File: config.mk
export PLATFORM = sky130hd
export DESIGN_NAME = playfair_digram_cipher
export DESIGN_NICKNAME = d
export VERILOG_FILES = /design/src/rtl/pfc_pkg.sv /design/src/rtl/pfc_ram.sv /design/src/rtl/pfc_front.sv /design/src/rtl/pfc_back.sv /design/src/rtl/playfair_digram_cipher.sv
export SDC_FILE = /design/constraint.sdc
export NUM_CORES = 1
export LEC_CHECK = 0
export ABC_CLOCK_PERIOD_IN_PS = 6100
export BUFFER_PORTS_ARGS = -buffer_cell sky130_fd_sc_hd__buf_2
export CAP_MARGIN = 5
export CORE_ASPECT_RATIO = 1.5
export CORE_MARGIN = 2
export CORE_UTILIZATION = 35
export DETAILED_ROUTE_END_ITERATION = 16
export GPL_ROUTABILITY_DRIVEN = 0
export PLACE_DENSITY_LB_ADDON = 0.08
export REMOVE_ABC_BUFFERS = 1
export SYNTH_ARGS = -nofsm -noshare
export SYNTH_HDL_FRONTEND = slang
export SYNTH_SLANG_ARGS = --single-unit
File: constraint.sdc
create_clock -name clk -period 6.1 [get_ports clk]
set_clock_uncertainty 0.05 [all_clocks]
set_input_delay 1.22 -clock clk [delete_from_list [all_inputs] [get_ports clk]]
set_output_delay 1.22 -clock clk [all_outputs]
set_load 0.05 [all_outputs]
File: src/rtl/pfc_pkg.sv
// Shared definitions for the Playfair digram cipher engine.
// Holds letter codes, command codes, the queued operation type and helpers.
// No dependencies.
package pfc_pkg;

  localparam int SQUARE_SIDE = 5;
  localparam int LETTERS     = 26;
  localparam int LETTER_W    = 5;
  localparam int CMD_W       = 2;

  localparam logic [LETTER_W-1:0] LETTER_I    = 5'd8;
  localparam logic [LETTER_W-1:0] LETTER_J    = 5'd9;
  localparam logic [LETTER_W-1:0] LETTER_X    = 5'd23;
  localparam logic [LETTER_W-1:0] LAST_LETTER = 5'd25;

  localparam logic [CMD_W-1:0] CMD_KEY  = 2'd0;
  localparam logic [CMD_W-1:0] CMD_DONE = 2'd1;
  localparam logic [CMD_W-1:0] CMD_TEXT = 2'd2;
  localparam logic [CMD_W-1:0] CMD_END  = 2'd3;

  localparam logic REG_DECRYPT = 1'b0;
  localparam logic REG_FILLER  = 1'b1;

  typedef enum logic [1:0] {
    OP_KEY  = 2'd0,
    OP_DONE = 2'd1,
    OP_TEXT = 2'd2,
    OP_END  = 2'd3
  } op_kind_t;

  typedef struct packed {
    op_kind_t            kind;
    logic [LETTER_W-1:0] letter;
    logic                usable;
  } op_t;

  function automatic logic [LETTER_W-1:0] fold_letter(input logic [LETTER_W-1:0] code);
    return (code == LETTER_J) ? LETTER_I : code;
  endfunction

endpackage

File: src/rtl/pfc_ram.sv
// Generic single-write, dual-read RAM with registered read data.
// Used for the key square and the letter position store. No dependencies.
module pfc_ram #(
  parameter int WIDTH = 5,
  parameter int DEPTH = 25
) (
  input  logic                     clk,
  input  logic                     we,
  input  logic [$clog2(DEPTH)-1:0] waddr,
  input  logic [WIDTH-1:0]         wdata,
  input  logic [$clog2(DEPTH)-1:0] raddr_a,
  input  logic [$clog2(DEPTH)-1:0] raddr_b,
  output logic [WIDTH-1:0]         rdata_a,
  output logic [WIDTH-1:0]         rdata_b
);

  logic [WIDTH-1:0] mem_r [DEPTH];
  logic [WIDTH-1:0] rdata_a_r;
  logic [WIDTH-1:0] rdata_b_r;

  always_ff @(posedge clk) begin
    if (we) begin
      mem_r[waddr] <= wdata;
    end
    rdata_a_r <= mem_r[raddr_a];
    rdata_b_r <= mem_r[raddr_b];
  end

  assign rdata_a = rdata_a_r;
  assign rdata_b = rdata_b_r;

endmodule

File: src/rtl/pfc_front.sv
// Front end: accepts input transactions, classifies them and queues them, dropping text letters with codes above 25.
// Depends on pfc_pkg.
module pfc_front (
  input  logic                          clk,
  input  logic                          rst_n,
  input  logic                          in_tvalid,
  output logic                          in_tready,
  input  logic [pfc_pkg::CMD_W-1:0]     in_cmd,
  input  logic [pfc_pkg::LETTER_W-1:0]  in_letter,
  output logic                          op_valid,
  input  logic                          op_ready,
  output pfc_pkg::op_t                  op
);

  localparam int QDEPTH = 2;
  localparam int PTR_W  = $clog2(QDEPTH);
  localparam int CNT_W  = $clog2(QDEPTH + 1);

  pfc_pkg::op_t       fifo_r [QDEPTH];
  logic [PTR_W-1:0]   wr_ptr_r;
  logic [PTR_W-1:0]   rd_ptr_r;
  logic [CNT_W-1:0]   count_r;
  pfc_pkg::op_t       cls;
  logic               keep;
  logic               push;
  logic               pop;

  always_comb begin
    cls.kind   = pfc_pkg::OP_KEY;
    cls.letter = in_letter;
    cls.usable = 1'b0;
    keep       = 1'b1;
    unique case (in_cmd)
      pfc_pkg::CMD_KEY: begin
        cls.kind   = pfc_pkg::OP_KEY;
        cls.usable = (in_letter <= pfc_pkg::LAST_LETTER) && (in_letter != pfc_pkg::LETTER_J);
      end
      pfc_pkg::CMD_DONE: begin
        cls.kind = pfc_pkg::OP_DONE;
      end
      pfc_pkg::CMD_TEXT: begin
        cls.kind   = pfc_pkg::OP_TEXT;
        cls.letter = pfc_pkg::fold_letter(in_letter);
        cls.usable = 1'b1;
        keep       = (in_letter <= pfc_pkg::LAST_LETTER);
      end
      pfc_pkg::CMD_END: begin
        cls.kind = pfc_pkg::OP_END;
      end
    endcase
  end

  assign in_tready = (count_r != CNT_W'(QDEPTH));
  assign op_valid  = (count_r != '0);
  assign op        = fifo_r[rd_ptr_r];
  assign push      = in_tvalid && in_tready && keep;
  assign pop       = op_valid && op_ready;

  always_ff @(posedge clk) begin
    if (push) begin
      fifo_r[wr_ptr_r] <= cls;
    end
  end

  always_ff @(posedge clk) begin
    if (!rst_n) begin
      wr_ptr_r <= '0;
      rd_ptr_r <= '0;
      count_r  <= '0;
    end else begin
      if (push) begin
        wr_ptr_r <= wr_ptr_r + 1'b1;
      end
      if (pop) begin
        rd_ptr_r <= rd_ptr_r + 1'b1;
      end
      if (push && !pop) begin
        count_r <= count_r + 1'b1;
      end else if (pop && !push) begin
        count_r <= count_r - 1'b1;
      end
    end
  end

endmodule

File: src/rtl/pfc_back.sv
// Back end: builds the key square and substitutes letter pairs.
// Depends on pfc_pkg and pfc_ram (key square and letter position store).
module pfc_back #(
  parameter int SQUARE_SIDE = pfc_pkg::SQUARE_SIDE
) (
  input  logic                          clk,
  input  logic                          rst_n,
  input  logic                          op_valid,
  output logic                          op_ready,
  input  pfc_pkg::op_t                  op,
  input  logic                          cfg_decrypt,
  input  logic [pfc_pkg::LETTER_W-1:0]  cfg_filler,
  output logic                          out_valid,
  input  logic                          out_ready,
  output logic [pfc_pkg::LETTER_W-1:0]  out_letter,
  output logic                          out_last
);

  localparam int CELLS    = SQUARE_SIDE * SQUARE_SIDE;
  localparam int POS_W    = $clog2(CELLS);
  localparam int RC_W     = $clog2(SQUARE_SIDE);
  localparam int CNT_W    = $clog2(CELLS + 1);
  localparam int LETTER_W = pfc_pkg::LETTER_W;
  localparam int LETTERS  = pfc_pkg::LETTERS;

  typedef enum logic [6:0] {
    ST_IDLE  = 7'b0000001,
    ST_FILL  = 7'b0000010,
    ST_LOOK  = 7'b0000100,
    ST_POS   = 7'b0001000,
    ST_SQ    = 7'b0010000,
    ST_EMIT0 = 7'b0100000,
    ST_EMIT1 = 7'b1000000
  } state_t;

  state_t              state_r, state_nxt;
  logic [LETTERS-1:0]  mask_r, mask_nxt;
  logic [CNT_W-1:0]    cnt_r, cnt_nxt;
  logic                ready_r, ready_nxt;
  logic [LETTER_W-1:0] pend_r, pend_nxt;
  logic                pend_v_r, pend_v_nxt;
  logic [LETTER_W-1:0] pa_r, pa_nxt;
  logic [LETTER_W-1:0] pb_r, pb_nxt;
  logic                last_r, last_nxt;
  logic [LETTER_W-1:0] fill_r, fill_nxt;
  logic [LETTER_W-1:0] res_a_r, res_a_nxt;
  logic [LETTER_W-1:0] res_b_r, res_b_nxt;
  logic                out_v_r, out_v_nxt;
  logic [LETTER_W-1:0] out_d_r, out_d_nxt;
  logic                out_last_r, out_last_nxt;

  logic                we;
  logic [LETTER_W-1:0] wr_letter;
  logic [POS_W-1:0]    wr_pos;
  logic [POS_W-1:0]    pos_a, pos_b;
  logic [LETTER_W-1:0] sq_a, sq_b;
  logic [POS_W-1:0]    oa, ob;
  logic [RC_W-1:0]     ra, ca, rb, cb;
  logic [LETTER_W-1:0] fcode;
  logic                out_free;

  function automatic logic [RC_W-1:0] row_of(input logic [POS_W-1:0] pos);
    logic [RC_W-1:0] row;
    row = '0;
    for (int r = 1; r < SQUARE_SIDE; r++) begin
      if (pos >= POS_W'(r * SQUARE_SIDE)) begin
        row = RC_W'(r);
      end
    end
    return row;
  endfunction

  function automatic logic [RC_W-1:0] col_of(input logic [POS_W-1:0] pos,
                                             input logic [RC_W-1:0] row);
    logic [POS_W-1:0] base;
    logic [POS_W-1:0] diff;
    base = POS_W'(row) * POS_W'(SQUARE_SIDE);
    diff = pos - base;
    return diff[RC_W-1:0];
  endfunction

  function automatic logic [RC_W-1:0] step_idx(input logic [RC_W-1:0] v, input logic dec);
    if (dec) begin
      return (v == '0) ? RC_W'(SQUARE_SIDE - 1) : v - 1'b1;
    end
    return (v == RC_W'(SQUARE_SIDE - 1)) ? '0 : v + 1'b1;
  endfunction

  function automatic logic [POS_W-1:0] cell_of(input logic [RC_W-1:0] r,
                                               input logic [RC_W-1:0] c);
    return POS_W'(r) * POS_W'(SQUARE_SIDE) + POS_W'(c);
  endfunction

  pfc_ram #(.WIDTH(LETTER_W), .DEPTH(CELLS)) u_square (
    .clk     (clk),
    .we      (we),
    .waddr   (wr_pos),
    .wdata   (wr_letter),
    .raddr_a (oa),
    .raddr_b (ob),
    .rdata_a (sq_a),
    .rdata_b (sq_b)
  );

  pfc_ram #(.WIDTH(POS_W), .DEPTH(LETTERS)) u_position (
    .clk     (clk),
    .we      (we),
    .waddr   (wr_letter),
    .wdata   (wr_pos),
    .raddr_a (pa_r),
    .raddr_b (pb_r),
    .rdata_a (pos_a),
    .rdata_b (pos_b)
  );

  assign fcode = pfc_pkg::fold_letter((cfg_filler > pfc_pkg::LAST_LETTER) ?
                                      pfc_pkg::LETTER_X : cfg_filler);

  always_comb begin
    ra = row_of(pos_a);
    rb = row_of(pos_b);
    ca = col_of(pos_a, ra);
    cb = col_of(pos_b, rb);
    if (ra == rb) begin
      oa = cell_of(ra, step_idx(ca, cfg_decrypt));
      ob = cell_of(rb, step_idx(cb, cfg_decrypt));
    end else if (ca == cb) begin
      oa = cell_of(step_idx(ra, cfg_decrypt), ca);
      ob = cell_of(step_idx(rb, cfg_decrypt), cb);
    end else begin
      oa = cell_of(ra, cb);
      ob = cell_of(rb, ca);
    end
  end

  assign out_free = !out_v_r || out_ready;

  always_comb begin
    state_nxt    = state_r;
    mask_nxt     = mask_r;
    cnt_nxt      = cnt_r;
    ready_nxt    = ready_r;
    pend_nxt     = pend_r;
    pend_v_nxt   = pend_v_r;
    pa_nxt       = pa_r;
    pb_nxt       = pb_r;
    last_nxt     = last_r;
    fill_nxt     = fill_r;
    res_a_nxt    = res_a_r;
    res_b_nxt    = res_b_r;
    out_v_nxt    = out_v_r && !out_ready;
    out_d_nxt    = out_d_r;
    out_last_nxt = out_last_r;
    we           = 1'b0;
    wr_letter    = op.letter;
    wr_pos       = cnt_r[POS_W-1:0];
    op_ready     = 1'b0;
    unique case (state_r)
      ST_IDLE: begin
        op_ready = 1'b1;
        if (op_valid) begin
          unique case (op.kind)
            pfc_pkg::OP_KEY: begin
              if (ready_r) begin
                mask_nxt   = '0;
                cnt_nxt    = '0;
                ready_nxt  = 1'b0;
                pend_nxt   = '0;
                pend_v_nxt = 1'b0;
              end
              if (op.usable && !mask_nxt[op.letter] && (cnt_nxt < CNT_W'(CELLS))) begin
                we                   = 1'b1;
                wr_letter            = op.letter;
                wr_pos               = cnt_nxt[POS_W-1:0];
                mask_nxt[op.letter]  = 1'b1;
                cnt_nxt              = cnt_nxt + 1'b1;
              end
            end
            pfc_pkg::OP_DONE: begin
              if (!ready_r) begin
                fill_nxt  = '0;
                state_nxt = ST_FILL;
              end
            end
            pfc_pkg::OP_TEXT: begin
              if (ready_r) begin
                if (!pend_v_r) begin
                  pend_nxt   = op.letter;
                  pend_v_nxt = 1'b1;
                end else if (!cfg_decrypt && (op.letter == pend_r)) begin
                  pa_nxt    = pend_r;
                  pb_nxt    = fcode;
                  last_nxt  = 1'b0;
                  pend_nxt  = op.letter;
                  state_nxt = ST_LOOK;
                end else begin
                  pa_nxt     = pend_r;
                  pb_nxt     = op.letter;
                  last_nxt   = 1'b0;
                  pend_nxt   = '0;
                  pend_v_nxt = 1'b0;
                  state_nxt  = ST_LOOK;
                end
              end
            end
            pfc_pkg::OP_END: begin
              if (ready_r && pend_v_r) begin
                pa_nxt     = pend_r;
                pb_nxt     = fcode;
                last_nxt   = 1'b1;
                pend_nxt   = '0;
                pend_v_nxt = 1'b0;
                state_nxt  = ST_LOOK;
              end
            end
          endcase
        end
      end
      ST_FILL: begin
        if ((fill_r != pfc_pkg::LETTER_J) && !mask_r[fill_r] && (cnt_r < CNT_W'(CELLS))) begin
          we               = 1'b1;
          wr_letter        = fill_r;
          wr_pos           = cnt_r[POS_W-1:0];
          mask_nxt[fill_r] = 1'b1;
          cnt_nxt          = cnt_r + 1'b1;
        end
        if (fill_r == pfc_pkg::LAST_LETTER) begin
          ready_nxt  = 1'b1;
          pend_nxt   = '0;
          pend_v_nxt = 1'b0;
          state_nxt  = ST_IDLE;
        end else begin
          fill_nxt = fill_r + 1'b1;
        end
      end
      ST_LOOK: begin
        state_nxt = ST_POS;
      end
      ST_POS: begin
        state_nxt = ST_SQ;
      end
      ST_SQ: begin
        res_a_nxt = sq_a;
        res_b_nxt = sq_b;
        state_nxt = ST_EMIT0;
      end
      ST_EMIT0: begin
        if (out_free) begin
          out_v_nxt    = 1'b1;
          out_d_nxt    = res_a_r;
          out_last_nxt = 1'b0;
          state_nxt    = ST_EMIT1;
        end
      end
      ST_EMIT1: begin
        if (out_free) begin
          out_v_nxt    = 1'b1;
          out_d_nxt    = res_b_r;
          out_last_nxt = last_r;
          state_nxt    = ST_IDLE;
        end
      end
      default: begin
        state_nxt = ST_IDLE;
      end
    endcase
  end

  always_ff @(posedge clk) begin
    if (!rst_n) begin
      state_r  <= ST_IDLE;
      mask_r   <= '0;
      cnt_r    <= '0;
      ready_r  <= 1'b0;
      pend_r   <= '0;
      pend_v_r <= 1'b0;
      out_v_r  <= 1'b0;
    end else begin
      state_r  <= state_nxt;
      mask_r   <= mask_nxt;
      cnt_r    <= cnt_nxt;
      ready_r  <= ready_nxt;
      pend_r   <= pend_nxt;
      pend_v_r <= pend_v_nxt;
      out_v_r  <= out_v_nxt;
    end
  end

  always_ff @(posedge clk) begin
    pa_r       <= pa_nxt;
    pb_r       <= pb_nxt;
    last_r     <= last_nxt;
    fill_r     <= fill_nxt;
    res_a_r    <= res_a_nxt;
    res_b_r    <= res_b_nxt;
    out_d_r    <= out_d_nxt;
    out_last_r <= out_last_nxt;
  end

  assign out_valid  = out_v_r;
  assign out_letter = out_d_r;
  assign out_last   = out_last_r;

endmodule

File: src/rtl/playfair_digram_cipher.sv
// Top level of the Playfair digram cipher engine.
// Depends on pfc_pkg, pfc_front and pfc_back.
//
// Input stream: in_tuser carries the command (key letter, key done, text
// letter, end of text) and in_tdata the letter code. Each transaction is
// classified by the front end and, unless it is a text letter code above 25,
// placed in a two-entry queue, so in_tready stays high while the queue has
// room. The back end works on one queued operation at a time.
// A key letter is handled in the idle state. Key done walks all 26 letter codes,
// one per cycle, to complete the square. A text pair takes the back end
// through two registered memory lookups (letter position, then square
// cell), a capture state and one emit state per result.
// The first result is loaded into the output register after ST_LOOK, ST_POS
// and ST_SQ; end of text with a letter pending pads it and sets out_tlast on
// the second result.
// Results leave through an output register; when the receiver holds
// out_tready low the back end waits, and the queue in front absorbs up to
// two more input transactions before in_tready drops.
// Reset clears the key, the pending letter, the queue and the output, sets
// encryption and the filler x. The square memories need no clearing pass.
module playfair_digram_cipher #(
  parameter int SQUARE_SIDE = pfc_pkg::SQUARE_SIDE
) (
  input  logic       clk,
  input  logic       rst_n,
  input  logic       in_tvalid,
  output logic       in_tready,
  input  logic [7:0] in_tdata,   // [4:0] letter
  input  logic [1:0] in_tuser,   // [1:0] cmd
  output logic       out_tvalid,
  input  logic       out_tready,
  output logic [7:0] out_tdata,  // [4:0] out_letter
  output logic       out_tlast,
  input  logic       cfg_we,
  input  logic       cfg_addr,
  input  logic [4:0] cfg_wdata
);

  logic                          decrypt_r;
  logic [pfc_pkg::LETTER_W-1:0]  filler_r;
  logic                          op_valid;
  logic                          op_ready;
  pfc_pkg::op_t                  op;
  logic [pfc_pkg::LETTER_W-1:0]  out_letter;

  always_ff @(posedge clk) begin
    if (!rst_n) begin
      decrypt_r <= 1'b0;
      filler_r  <= pfc_pkg::LETTER_X;
    end else if (cfg_we) begin
      unique case (cfg_addr)
        pfc_pkg::REG_DECRYPT: decrypt_r <= cfg_wdata[0];
        pfc_pkg::REG_FILLER:  filler_r  <= cfg_wdata;
      endcase
    end
  end

  pfc_front u_front (
    .clk       (clk),
    .rst_n     (rst_n),
    .in_tvalid (in_tvalid),
    .in_tready (in_tready),
    .in_cmd    (in_tuser),
    .in_letter (in_tdata[pfc_pkg::LETTER_W-1:0]),
    .op_valid  (op_valid),
    .op_ready  (op_ready),
    .op        (op)
  );

  pfc_back #(.SQUARE_SIDE(SQUARE_SIDE)) u_back (
    .clk         (clk),
    .rst_n       (rst_n),
    .op_valid    (op_valid),
    .op_ready    (op_ready),
    .op          (op),
    .cfg_decrypt (decrypt_r),
    .cfg_filler  (filler_r),
    .out_valid   (out_tvalid),
    .out_ready   (out_tready),
    .out_letter  (out_letter),
    .out_last    (out_tlast)
  );

  assign out_tdata = {3'b000, out_letter};

endmodule

# ---- Word level (Yosys, flattened, before mapping)
# Memory sizes are Yosys's and may differ from the RTL's. A register that Yosys moved wholly into a read port is not among the register bits.
# Cells that the tools add are included.
dict set report totals {
  ramBits 271
  word_cells 307
  output_inout_bits 11
  rom_bits 0
  mem_count 3
  latchBits 0
  register_bits 88
}
# memory words width rd rd_ports_with_merged_regs wr line
set memory_table {}
lappend memory_table {u_back.u_position.mem_r 26 5 2 2 1 pfc_ram.sv:17} ;# logic [WIDTH-1:0] mem_r [DEPTH];
lappend memory_table {u_back.u_square.mem_r 25 5 2 2 1 pfc_ram.sv:17}
lappend memory_table {u_front.fifo_r 2 8 1 1 1 pfc_front.sv:19} ;# pfc_pkg::op_t fifo_r [QDEPTH];
dict set report classes {
  eq_ne 45
  reduce_logical 44
  muxes 149
  order_cmp 16
  bitwise 3
  div_mod_pow 0
  shifts 0
  n_addsub 23
  mul 4
}
# cell n
set op_table {}
lappend op_table {{$mux 5} 42}
lappend op_table {{$mux 26} 8}
lappend op_table {{$mux 3} 24}
lappend op_table {{$pmux 5 s2} 6}
lappend op_table {{$mux 7} 8}
lappend op_table {{$or 26x26->26} 2}
lappend op_table {{$pmux 26 s2} 1}
lappend op_table {{$pmux 7 s7} 1}
lappend op_table {{$mux 1} 39}
lappend op_table {{$add 5x3->5} 6}
lappend op_table {{$pmux 7 s3} 1}
lappend op_table {{$ge 5x4->1 const B} 4}
lappend op_table {{$mul 3x3->5 const B} 4}
lappend op_table {{$add 5x1->5 const B} 3}
lappend op_table {{$logic_and 1x1->1} 15}
lappend op_table {{$pmux 5 s3} 1}
lappend op_table {{$ne 2x1->1 const B} 7}
lappend op_table {{$add 3x1->3 const B} 4}
lappend op_table {{$eq 3x3->1 const B} 4}
lappend op_table {{$logic_not 3->1} 4}
lappend op_table {{$lt 5x6->1 const B} 2}
lappend op_table {{$mux 2} 6}
lappend op_table {{$ne 2x2->1 const B} 6}
lappend op_table {{$ne 3x2->1 const B} 4}
lappend op_table {{other kinds (45)} 82}

# ---- Depth between registers and ports, before layout
# Gate-level depths: netlist of the first run.
dict set report depth {
  word_depth 17
  depth_mapped 26
  depth_no_buf 25
}

# ---- Cells and area by module
# A second synthesis of the first run with hierarchy kept.
dict set report unflattened {
  hier_cells 1556
  area_unflattened_um2 20180.6
}
# mod area_each_um2 seq_area_each_um2 cells_each n_inst
set modules_own_cells {}
lappend modules_own_cells {{pfc_ram at u_back.u_position} 6497.5 4103.9 412 1}
lappend modules_own_cells {{pfc_ram at u_back.u_square} 6268.5 3953.8 359 1}
lappend modules_own_cells {pfc_back 6229.7 1881.8 690 1}
lappend modules_own_cells {pfc_front 894.6 580.6 64 1}
lappend modules_own_cells {playfair_digram_cipher 290.3 120.1 31 1}

# ---- Least setup slack after synthesis of the first run
# Ideal clock, no wire load.
dict set report synth_path {
  kind {register to register}
  from {register u_back.u_position.rdata_a_r[2] (netlist: u_back.u_position.rdata_a[2]) (read register of u_back.u_position.mem_r)}
  to {register u_back.u_square.rdata_a_r[3] (netlist: u_back.u_square.rdata_a[3]) (read register of u_back.u_square.mem_r)}
  stages_incl_launch_ff 20
  path_slack_ps 1122
  arrival_ps 4836
  synth_period_minus_slack_ps 4978
  t_required_ps 5958
  cell_sequence {dfxtp_1 -> nand2b_1 -> o22ai_1 -> inv_1 -> fa_1 -> nor3_2 -> nor2_1 -> inv_1 -> ha_1 -> inv_1 -> fa_1 -> o2111a_1 -> nor3_1 -> a21o_1 -> buf_2 -> buf_2 -> a211oi_1 -> o21ai_0 -> o2111ai_1 -> nor4_1}
}
dict set report synth_via {
  elab_chain_len 15
  word_cells_on_any_way 37
  classes_between {8 x add/sub; 2 x mul; 4 x order compare; 4 x eq/ne; 17 x mux; 2 x reduce/logical}
}
# element line
set synth_lines {}
lappend synth_lines {{start, declared} pfc_ram.sv:18} ;# logic [WIDTH-1:0] rdata_a_r;
lappend synth_lines {{branches (longest 14 deep; another with $ge 5x3->1)} -}
lappend synth_lines {{$mux 5 (*)} pfc_back.sv:124} ;# if (ra == rb) begin
lappend synth_lines {{end, declared} pfc_ram.sv:18}
# Every way passes the cells marked *. The select of a mux whose other input is x is not followed.
# A chain may end at the register's enable or synchronous reset.

# ---- Worst setup path after layout of the first run
dict set report layout_path {
  from {register u_back.u_position.rdata_a_r[3] (netlist: u_back.u_position.rdata_a[3]) (read register of u_back.u_position.mem_r)}
  to {register u_back.u_square.rdata_a_r[3] (netlist: u_back.u_square.rdata_a[3]) (read register of u_back.u_square.mem_r)}
}
dict set report layout_via {
  elab_chain_len 15
  word_cells_on_any_way 37
  classes_between {8 x add/sub; 2 x mul; 4 x order compare; 4 x eq/ne; 17 x mux; 2 x reduce/logical}
}
# element line
set layout_lines {}
lappend layout_lines {{$ge 5x3->1} pfc_back.sv:66} ;# if (pos >= POS_W'(r * SQUARE_SIDE)) begin
lappend layout_lines {{$mux 1} pfc_back.sv:66}
lappend layout_lines {{$mux 2 (2 in a row)} pfc_back.sv:66}
lappend layout_lines {{$mux 3 (*)} pfc_back.sv:66}
lappend layout_lines {{branches (longest 9 deep; another with $mul 3x3->5)} -}
lappend layout_lines {{$mux 5 (*)} pfc_back.sv:124}
# Marks and branches as above.

==> results of run 1 <==
[power by group through the flow]
| stage | Clock (mW) | Combinational [mW] | Sequential [mW] |
|---|---|---|---|
| floorplan | 0 | 0.745 | 3.19 |
| global placement | 0 | 1.21 | 3.22 |
| finish | 2.52 | 1.22 | 3.17 |
| detailed placement | 0 | 1.22 | 3.22 |
| global route | 2.67 | 1.34 | 3.19 |
| CTS | 2.59 | 1.23 | 3.17 |
[sequential cells by signal, indices dropped and copies added, names as in the netlist, 7 cells and up, named ones only]
name,flops
u_front.fifo_r,16
u_back.state_r,7
u_back.u_position.mem_r,130
u_back.u_square.mem_r,125
u_back.mask_r,26
[what timing repair did]
item | 4_1_cts | 5_1_grt
setup endpoints to repair | 1 | 4
buffers inserted | 0 | 1
hold endpoints to repair | 0 | 0
pin swaps | 0 | 2
gates resized for setup | 1 | 7
[per-stage QoR]
step	area (sq um)	setup slack, ps	utilization	std cells	hold WS (ps)
final	23400	378	0.399	2654	355
after global placement	22000	-14.5	0.376	2582	339
after floorplan	20100	412	-	1694	336
after global routing	23400	18.6	0.399	2654	358
after detailed placement	22000	0.830	0.376	2582	339
after CTS	23400	236	0.398	2653	355
[how the worst min path moves through the flow]
| stage | end | slack, ps | cells past startpoint |
|---|---|---|---|
| floorplan | u_back.res_a_r[0]$_DFFE_PP_ | 340 | 0 |
| global placement | u_back.res_b_r[1]$_DFFE_PP_ | 340 | 0 |
| detailed placement | u_back.res_b_r[3]$_DFFE_PP_ | 340 | 0 |
| CTS | u_back.res_b_r[3]$_DFFE_PP_ | 350 | 0 |
| global route | u_back.res_b_r[3]$_DFFE_PP_ | 360 | 0 |
| finish | u_back.res_b_r[3]$_DFFE_PP_ | 350 | 0 |
[critical path, delay by kind of cell (launching register included)]
kind | cells | cell delay (ps)
mux | 1 | 100
compound gates | 5 | 1230
flops | 1 | 410
fa+ha+maj | 5 | 1580
simple gates | 5 | 1330
buf+inv | 7 | 990
[Yosys cell counts, drive strengths merged, types with 8 or more instances]
master	instances	area, sq um
edfxtp	303	9100
nand2	203	762
nor2	144	541
a21oi	133	666
mux4	80	1800
clkbuf	77	289
dfxtp	77	1540
o21ai	66	330
nand3	59	295
inv	54	203
mux2i	54	541
ha	52	651
a31oi	38	238
buf	38	206
a211oi	33	248
nor2b	31	194
and2	27	169
mux2	27	304
a32oi	19	166
nor3	19	100
xnor2	19	166
nand2b	18	113
o22ai	17	106
a22oi	16	120
nand4	15	93.8
o211ai	15	113
nor4	13	81.3
xor2	13	114
a21o	12	90.1
o31ai	10	88.8
a32o	9	90.1
and3	9	61.3
fa	8	160
nand3b	8	60.1
[layout make-up]
class                      instances  area (sq um)  area share
clock buffer                      46          1030      0.0442
clock inverter                    25           289      0.0124
inverter                          54           203     0.00867
multi-input combinational       1260          9360       0.400
sequential                       380         10600       0.455
tap                              777           972      0.0416
timing repair buffer             112           891      0.0381
[logic make-up (layout without fill, tap and decap cells)]
group | after synthesis | after routing | share of synthesized area
AOI/OAI and AO/OA | 425 | 425 | 0.134
xor gates and xnor gates | 32 | 32 | 0.0136
adders and majority gates | 60 | 60 | 0.0393
buffers and inverters | 169 | 237 | 0.0339
DFF | 380 | 380 | 0.516
muxes | 161 | 161 | 0.128
other | 1 | 3 | 0.000182
and+or+nand+nor | 579 | 579 | 0.135
[layer usage]
layer,track usage,up-vias,share of wire
met2,0.393,399,0.55
met3,0.0198,116,0.036
met5,0,-,0
met1,0.232,7321,0.38
met4,0.0831,0,0.041
li1,-,6943,-
==> flow_metrics.py, run 1 <==
metrics = {
    "worst_setup_path": {
        "r2r_slack_ps": 380,
        "reg2reg_depth": 23,
        "reg2reg_to": "u_back.u_square.rdata_a[3]$_DFF_P_",
        "worstPathRequired_ps": 6560,
        "cp_slowest_cell": "nor4_2",
        "cp_cell_sequence": "o21ba_2 > o21ai_0 > and2_1 > inv_1 > nand2_1 > inv_1 > ha_1 > inv_1 > fa_1 > buf_4 > ha_1 > ha_1 > inv_1 > fa_1 > o2111a_1 > nor3_2 > a21o_2 > buf_4 > mux2i_1 > a221oi_1 > nor3_1 > nor4_2 > buf_4",
        "critPathMaxFanout": 14,
        "worstSetupPathType": "reg -> reg",
        "arrival_ps": 6180,
        "r2r-start": "u_back.u_position.rdata_a[3]$_DFF_P_",
        "max_stage_delay_ps": 570,
        "cp-start-kind": "flop",
        "cp_common_cell": "inv_1",
        "crit_start": "u_back.u_position.rdata_a[3]$_DFF_P_",
        "crit_path_end_kind": "flop",
        "crit_end": "u_back.u_square.rdata_a[3]$_DFF_P_",
    },
    "floorplanning": {
        "core_area_sq_mm": 0.0586,
        "die_w_microns": 202,
        "start_util": 0.352,
        "io_pins": 32,
        "dieArea_sq_mm": 0.0609,
        "die_y_microns": 301,
        "placementRows": 109,
    },
    "timing": {
        "fin_crit_sh": 0.938,
        "finalSetupTns_ps": 0,
        "maxSlewViolCount": 0,
        "timing.fmax_mhz": 175,
        "relSlewSlack": 0.210,
        "min_period_ps": 5720,
        "rsz0062_at_grt": "no",
        "worst_pin_slew_ps": 1180,
        "finalHoldViolCount": 0,
        "setup_violations": 0,
    },
    "placed_design": {
        "port_buffers": 25,
        "dp_hpwl_microns": 44900,
    },
    "clocking": {
        "cts_sinks": 380,
        "cts_buffer_depth": 3,
        "cts_buffers": 39,
        "htree_levels": 2,
        "clk-insertion-delay-late_ps": 560,
        "cts_tree": "yes",
        "clk_pin_slew_ps": 70,
        "ctsHoldBuffers": 0,
        "root_buffer": "clkbuf_16",
    },
    "routing": {
        "dr.pass1.iters": 5,
        "via_count": 14800,
        "ant_nets": 0,
        "wl_microns": 62600,
        "via_per_inst": 5.57,
        "drc": 0,
        "wl_per_cell_microns": 23.6,
        "drt_iter0_markers": 1150,
    },
    "power_and_ir_drop": {
        "p_comb_frac": 0.176,
        "p_int_mw": 4.90,
        "clkPwrFrac": 0.365,
        "vdd_drop_max_uv": 212,
        "p_total_mw": 6.91,
        "p_leak_nw": 8.05,
        "p_sw_mw": 2.01,
        "pwr-share-seq": 0.459,
        "powerDensity_mw_per_mm2": 295,
        "power.share.switching": 0.291,
    },
    "synth": {
        "syn_area_sq_mm": 0.0206,
        "yosysWarnings": 0,
        "synth.yosys.seq_area_share": 0.516,
        "synth_ff_type": "edfxtp_1",
        "synth-seq-cells": 380,
        "synth_edf_count": 303,
        "avgSynthCellArea_sq_um": 11.4,
        "synthCells": 1807,
        "synth_cell_types": 82,
        "synthArstFlopShare": 0,
    },
    "global_routing": {
        "grt_max_degree": 56,
        "overflow": 0,
        "grt_usage": 0.205,
        "grt_pass1_vias": 15100,
        "grt_antenna_before_repair": 0,
        "grt_pass1_wl_microns": 94100,
    },
    "finish": {
        "drive_gt1_frac": 0.169,
        "mostFrequentLayoutCell": "edfxtp_1",
        "final_cell_mix": "303 x edfxtp_1, 203 x nand2_1, 143 x nor2_1",
        "area_growth_pct": 13.5,
        "diodes": 0,
        "nFillCells": 5676,
        "nets": 1928,
    },
    "worst_hold_path": {
        "worstHoldPathType": "reg -> reg",
        "worstHoldStart": "u_back.u_square.rdata_b[3]$_DFF_P_",
    },
    "job": {
        "drv_cap": 0,
    },
    "outcome": {
        "outcome": "completed",
    },
}
No activity file was read; power rests on OpenSTA's default activity.
==> inputs of run 2 (changes only) <==
- CORE_MARGIN: 2 -> 3
- CTS_CLUSTER_SIZE: default -> 30
==> run 2 against run 1 <==
- hold slack got worse by 0.84 ps
- die area up 1.7%
- first-iteration DRC count is 4.1% lower
- worst setup slack got worse by 3.6 ps
- final area is 0.69% lower
==> flow_metrics.py, run 2 (same netlist as run 1, synthesis figures left out) <==
metrics = {
    "outcome": {
        "outcome": "completed",
    },
    "floorplanning": {
        "io_pins": 32,
        "core_area_sq_mm": 0.0581,
        "die_w_microns": 204,
        "placementRows": 108,
        "dieArea_sq_mm": 0.0619,
        "die_y_microns": 303,
        "start_util": 0.355,
    },
    "clocking": {
        "ctsHoldBuffers": 0,
        "htree_levels": 2,
        "cts_buffer_depth": 3,
        "cts_sinks": 380,
        "cts_tree": "yes",
        "cts_buffers": 41,
        "clk-insertion-delay-late_ps": 550,
        "clk_pin_slew_ps": 60,
        "root_buffer": "clkbuf_16",
    },
    "finish": {
        "mostFrequentLayoutCell": "edfxtp_1",
        "drive_gt1_frac": 0.165,
        "regMostFlops": "u_back.u_position.mem_r",
        "nets": 1921,
        "largest_register_ffs": 130,
        "final_cell_mix": "303 x edfxtp_1, 203 x nand2_1, 143 x nor2_1",
        "top_regs": "u_back.u_position.mem_r (130), u_back.u_square.mem_r (125), u_back.mask_r (26)",
        "nFillCells": 5628,
        "post-route-util": 0.400,
        "diodes": 0,
        "area_growth_pct": 12.7,
    },
    "timing": {
        "finalWorstSetupSlack_ps": 374,
        "finalSetupTns_ps": 0,
        "timing.fmax_mhz": 175,
        "finalHoldViolCount": 0,
        "fin_crit_sh": 0.939,
        "rsz0062_at_grt": "no",
        "min_period_ps": 5730,
        "worst_pin_slew_ps": 1150,
        "relSlewSlack": 0.232,
        "maxSlewViolCount": 0,
        "setup_violations": 0,
    },
    "worst_setup_path": {
        "r2r_slack_ps": 370,
        "arrival_ps": 6170,
        "crit_path_end_kind": "flop",
        "cp-start-kind": "flop",
        "worstPathRequired_ps": 6540,
        "worstSetupPathType": "reg -> reg",
        "critPathMaxFanout": 27,
    },
    "power_and_ir_drop": {
        "p_comb_frac": 0.177,
        "clkPwrFrac": 0.359,
        "power.share.switching": 0.292,
        "vdd_drop_max_uv": 171,
        "pwr-share-seq": 0.464,
        "p_leak_nw": 7.98,
        "p_int_mw": 4.84,
        "p_sw_mw": 2.00,
        "powerDensity_mw_per_mm2": 295,
    },
    "routing": {
        "via_count": 14800,
        "wl_microns": 62400,
        "dr.pass1.iters": 6,
        "via_per_inst": 5.60,
        "wl_per_cell_microns": 23.6,
        "ant_nets": 0,
        "drc": 0,
        "drt_iter0_markers": 1103,
    },
    "global_routing": {
        "grt_pass1_vias": 15100,
        "grt_pass1_wl_microns": 93300,
        "grt_max_degree": 56,
        "grt_antenna_before_repair": 1,
        "overflow": 0,
        "grt_usage": 0.200,
    },
    "placed_design": {
        "dpl_worst_slack_ps": 191,
        "port_buffers": 25,
        "dp_hpwl_microns": 44900,
    },
    "worst_hold_path": {
        "worstHoldPathType": "reg -> reg",
    },
    "job": {
        "drv_cap": 0,
    },
}
==> run 2: cell types whose count changed in the layout (fill, tap and decap cells not counted), sizes merged <==
cell	delta
clkbuf	+10
bufinv	-3
inv	+2
clkinvlp	-1
buf	-9
clkinv	-4
==> run 2: metal layers <==
metal / up-vias / global-route usage / wire length, microns
met5: - / 0 / 0
met4: 0 / 0.0780 / 2510
met3: 106 / 0.0195 / 1740
met2: 302 / 0.387 / 34300
met1: 7448 / 0.224 / 23900
li1: 6930 / - / -
==> run 2: critical path, stage by stage (launching register included) <==
cell and delay, ps:
dfxtp_1 440, nand2b_1 140, a32o_1 310, inv_1 180, nand2_1 100, inv_1 160
ha_1 190, inv_1 60, fa_1 430, or3b_1 390, o311ai_1 100, nor3b_2 80
buf_4 210, or4b_1 760, nand4_1 260, and3_2 360, buf_12 240, buf_4 180
a21oi_1 70, a22oi_1 260, o22ai_1 130, a211oi_1 370, buf_4 170
==> run 2: stage by stage <==
stage	hold WS, ps	total power [mW]	instances	area, sq um
6_report	354	6.84	2642	23200
5_1_grt	358	7.15	2642	23200
4_1_cts	353	6.92	2640	23200
3_5_place_dp	339	4.44	2565	21900
3_3_place_gp	340	4.42	2565	21900
2_1_floorplan	336	3.93	1694	20100
==> run 2: power by group through the flow <==
stage                     combinational (mW)  sequential, mW  clock, mW
after floorplan                        0.745            3.19          0
after detailed placement                1.21            3.22          0
final                                   1.21            3.17       2.46
after global routing                    1.33            3.19       2.63
after global placement                  1.20            3.22          0
after CTS                               1.22            3.17       2.54
==> run 2: path summary, 6_finish.rpt <==
kind | start | to | depth (start not counted)
min reg2reg | u_back.u_square.rdata_a[4]$_DFF_P_ | u_back.res_a_r[4]$_DFFE_PP_ | 0
min | u_back.u_square.rdata_a[4]$_DFF_P_ | u_back.res_a_r[4]$_DFFE_PP_ | 0
max reg2reg | u_back.u_position.rdata_b[3]$_DFF_P_ | u_back.u_square.rdata_a[4]$_DFF_P_ | 22
max | u_back.u_position.rdata_b[3]$_DFF_P_ | u_back.u_square.rdata_a[4]$_DFF_P_ | 22
==> run 2: timing repair <==
item / CTS / global route
setup buffers: 0 / 2
resized for setup: 0 / 7
setup endpoints to repair: 0 / 7
hold endpoints to repair: 0 / 0
==> run 2: final cells by class <==
type | count | area [sq um] | area share
multi-input combinational | 1260 | 9350 | 0.402
timing repair buffer | 103 | 773 | 0.0333
inverter | 54 | 203 | 0.00873
tap | 770 | 963 | 0.0415
clock buffer | 56 | 1120 | 0.0483
sequential | 380 | 10600 | 0.458
clock inverter | 19 | 178 | 0.00765
==> inputs of run 3 (changes only) <==
- ABC_CLOCK_PERIOD_IN_PS: 6100 -> 6150
- CTS_CLUSTER_DIAMETER: default -> 200
- MAX_ROUTING_LAYER: default -> met4
- clock period: 6.1 -> 6.15 ns (I/O delays scaled with it)
==> run 3 against run 2 <==
- register-to-register slack worse by 50 ps
- flip-flop and latch count unchanged
- cell count down 1.2%
- combinational power about the same
- sequential power hardly changed
- clock power is 46% lower
- sequential share of layout area increased by 1.4 points
- total power down 17%
- largest cell class unchanged
- highest routed layer unchanged
==> flow_metrics.py, run 3 (same netlist as run 1, synthesis figures left out) <==
metrics = {
    "finish": {
        "mostFrequentLayoutCell": "edfxtp_1",
        "regMostFlops": "u_back.u_position.mem_r",
        "area_growth_pct": 9.30,
        "diodes": 0,
        "nets": 1911,
        "final_cell_mix": "303 x edfxtp_1, 203 x nand2_1, 143 x nor2_1",
        "fin_cells": 2610,
        "drive_gt1_frac": 0.152,
        "top_regs": "u_back.u_position.mem_r (130), u_back.u_square.mem_r (125), u_back.mask_r (26)",
        "largest_register_ffs": 130,
        "nFillCells": 5658,
    },
    "worst_setup_path": {
        "path_buf_inv": 7,
        "cp_slowest_cell": "or4b_1",
        "crit_end": "u_back.u_square.rdata_b[2]$_DFF_P_",
        "crit_family": "simple AND/OR/NAND/NOR gates",
        "arrival_ps": 6270,
        "crit_path_end_kind": "flop",
        "worstSetupPathType": "reg -> reg",
        "worstPathRequired_ps": 6600,
        "r2r_slack_ps": 320,
        "timing.critical_path.depth": 22,
        "reg2reg_depth": 22,
        "reg2reg_to": "u_back.u_square.rdata_b[2]$_DFF_P_",
        "max_stage_delay_ps": 760,
        "r2r-start": "u_back.u_position.rdata_b[1]$_DFF_P_",
        "critPathMaxFanout": 33,
        "cp-start-kind": "flop",
        "cp_cell_sequence": "nand2b_1 > a32o_1 > inv_1 > nand2_1 > inv_1 > ha_1 > inv_1 > fa_1 > or3b_1 > o311ai_1 > nor3b_2 > buf_4 > or4b_1 > and3_4 > o31ai_4 > buf_12 > nand2_1 > a32oi_1 > buf_4 > o22ai_1 > nor4b_2 > buf_4",
        "crit_start": "u_back.u_position.rdata_b[1]$_DFF_P_",
    },
    "clocking": {
        "cts_resized": 0,
        "post_cts_buffers": 0,
        "root_buffer": "clkbuf_16",
        "clk-insertion-delay-late_ps": 560,
        "cts_buffers": 16,
        "htree_levels": 1,
        "ctsHoldBuffers": 0,
        "clk_pin_slew_ps": 120,
        "cts_buffer_depth": 3,
        "cts_sinks": 380,
        "cts_tree": "yes",
    },
    "global_routing": {
        "grt_use_met2": 0.381,
        "grt_pass1_vias": 15000,
        "grt_pass1_wl_microns": 92300,
        "met3_usage": 0.0136,
        "grt_antenna_before_repair": 0,
        "overflow": 0,
        "met1_usage": 0.225,
        "grt_usage": 0.202,
        "grt_max_degree": 56,
        "grt.busiest_layer": "met2",
    },
    "placed_design": {
        "port_buffers": 25,
        "dp_hpwl_microns": 45000,
        "place_inst": 2582,
    },
    "power_and_ir_drop": {
        "p_leak_nw": 7.65,
        "p_sw_mw": 1.76,
        "p_comb_frac": 0.212,
        "vdd_drop_max_uv": 153,
        "powerDensity_mw_per_mm2": 252,
        "pwr-share-seq": 0.552,
        "clkPwrFrac": 0.236,
        "power.share.switching": 0.309,
        "p_int_mw": 3.93,
    },
    "routing": {
        "drc": 0,
        "ant_nets": 0,
        "via_per_inst": 5.59,
        "dr.pass1.iters": 6,
        "wl_microns": 61700,
        "drt_iter0_markers": 1081,
        "via_count": 14600,
        "wl_per_cell_microns": 23.6,
    },
    "timing": {
        "finalSetupTns_ps": 0,
        "worst_pin_slew_ps": 1110,
        "relSlewSlack": 0.262,
        "finalHoldViolCount": 0,
        "maxSlewViolCount": 0,
        "min_period_ps": 5830,
        "timing.fmax_mhz": 172,
        "setup_violations": 0,
        "rsz0062_at_grt": "no",
        "fin_crit_sh": 0.947,
    },
    "floorplanning": {
        "placementRows": 108,
        "die_y_microns": 303,
        "die_w_microns": 204,
        "start_util": 0.355,
        "dieArea_sq_mm": 0.0619,
        "io_pins": 32,
        "core_area_sq_mm": 0.0581,
    },
    "job": {
        "drv_cap": 0,
    },
    "outcome": {
        "outcome": "completed",
    },
    "worst_hold_path": {
        "worstHoldPathType": "reg -> reg",
    },
}
run 3: final cells by class:
type                    count  area (sq um)  share of cell area
clock buffers              27           463              0.0205
clock inverters             1          11.3            0.000500
inverters                  54           203             0.00899
multi-input cells        1260          9350               0.415
flip-flops and latches    380         10600               0.472
well taps                 770           963              0.0428
repair buffers            118           898              0.0399
run 3: worst min-delay path by stage:
stage,from,to,slack (ps),cells after the start
after global placement,u_back.u_square.rdata_a[2]$_DFF_P_,u_back.res_a_r[2]$_DFFE_PP_,340,0
final,u_back.u_square.rdata_a[3]$_DFF_P_,u_back.res_a_r[3]$_DFFE_PP_,360,0
after global routing,u_back.u_square.rdata_a[4]$_DFF_P_,u_back.res_a_r[4]$_DFFE_PP_,370,0
after CTS,u_back.u_square.rdata_a[3]$_DFF_P_,u_back.res_a_r[3]$_DFFE_PP_,370,0
after detailed placement,u_back.u_square.rdata_a[3]$_DFF_P_,u_back.res_a_r[3]$_DFFE_PP_,340,0
after floorplan,u_back.u_square.rdata_a[0]$_DFF_P_,u_back.res_a_r[0]$_DFFE_PP_,340,0
run 3: layer usage:
metal | share of wire | wire length (microns)
met2 | 0.55 | 33800
met1 | 0.39 | 24200
met3 | 0.027 | 1680
met5 | 0 | 0
met4 | 0.033 | 2060
run 3: through the flow:
stage	cell area [sq um]	total power, mW	utilization	hold WS (ps)	setup WS, ps
3_5_place_dp	22000	4.41	0.379	339	157
4_1_cts	22500	5.75	0.387	367	125
6_report	22500	5.69	0.388	365	323
2_1_floorplan	20100	3.90	-	336	462
3_3_place_gp	22000	4.40	0.379	339	200
5_1_grt	22500	5.95	0.388	374	37.8
run 3: power by group through the flow:
stage	registers, mW	clock network [mW]	logic, mW
detailed placement	3.20	0	1.21
global placement	3.19	0	1.20
floorplan	3.16	0	0.738
finish	3.14	1.34	1.21
global route	3.16	1.46	1.32
CTS	3.14	1.39	1.22
run 3: worst register-to-register path, cell delays in order, from the launching register on:
cell      delay [ps]
dfxtp_1          390
nand2b_1         210
a32o_1           290
inv_1            190
nand2_1          110
inv_1            170
ha_1             190
inv_1             60
fa_1             430
or3b_1           400
o311ai_1         120
nor3b_2           80
buf_4            210
or4b_1           770
and3_4           300
o31ai_4          440
buf_12           260
nand2_1           80
a32oi_1          200
buf_4            170
o22ai_1          110
nor4b_2          380
buf_4            190
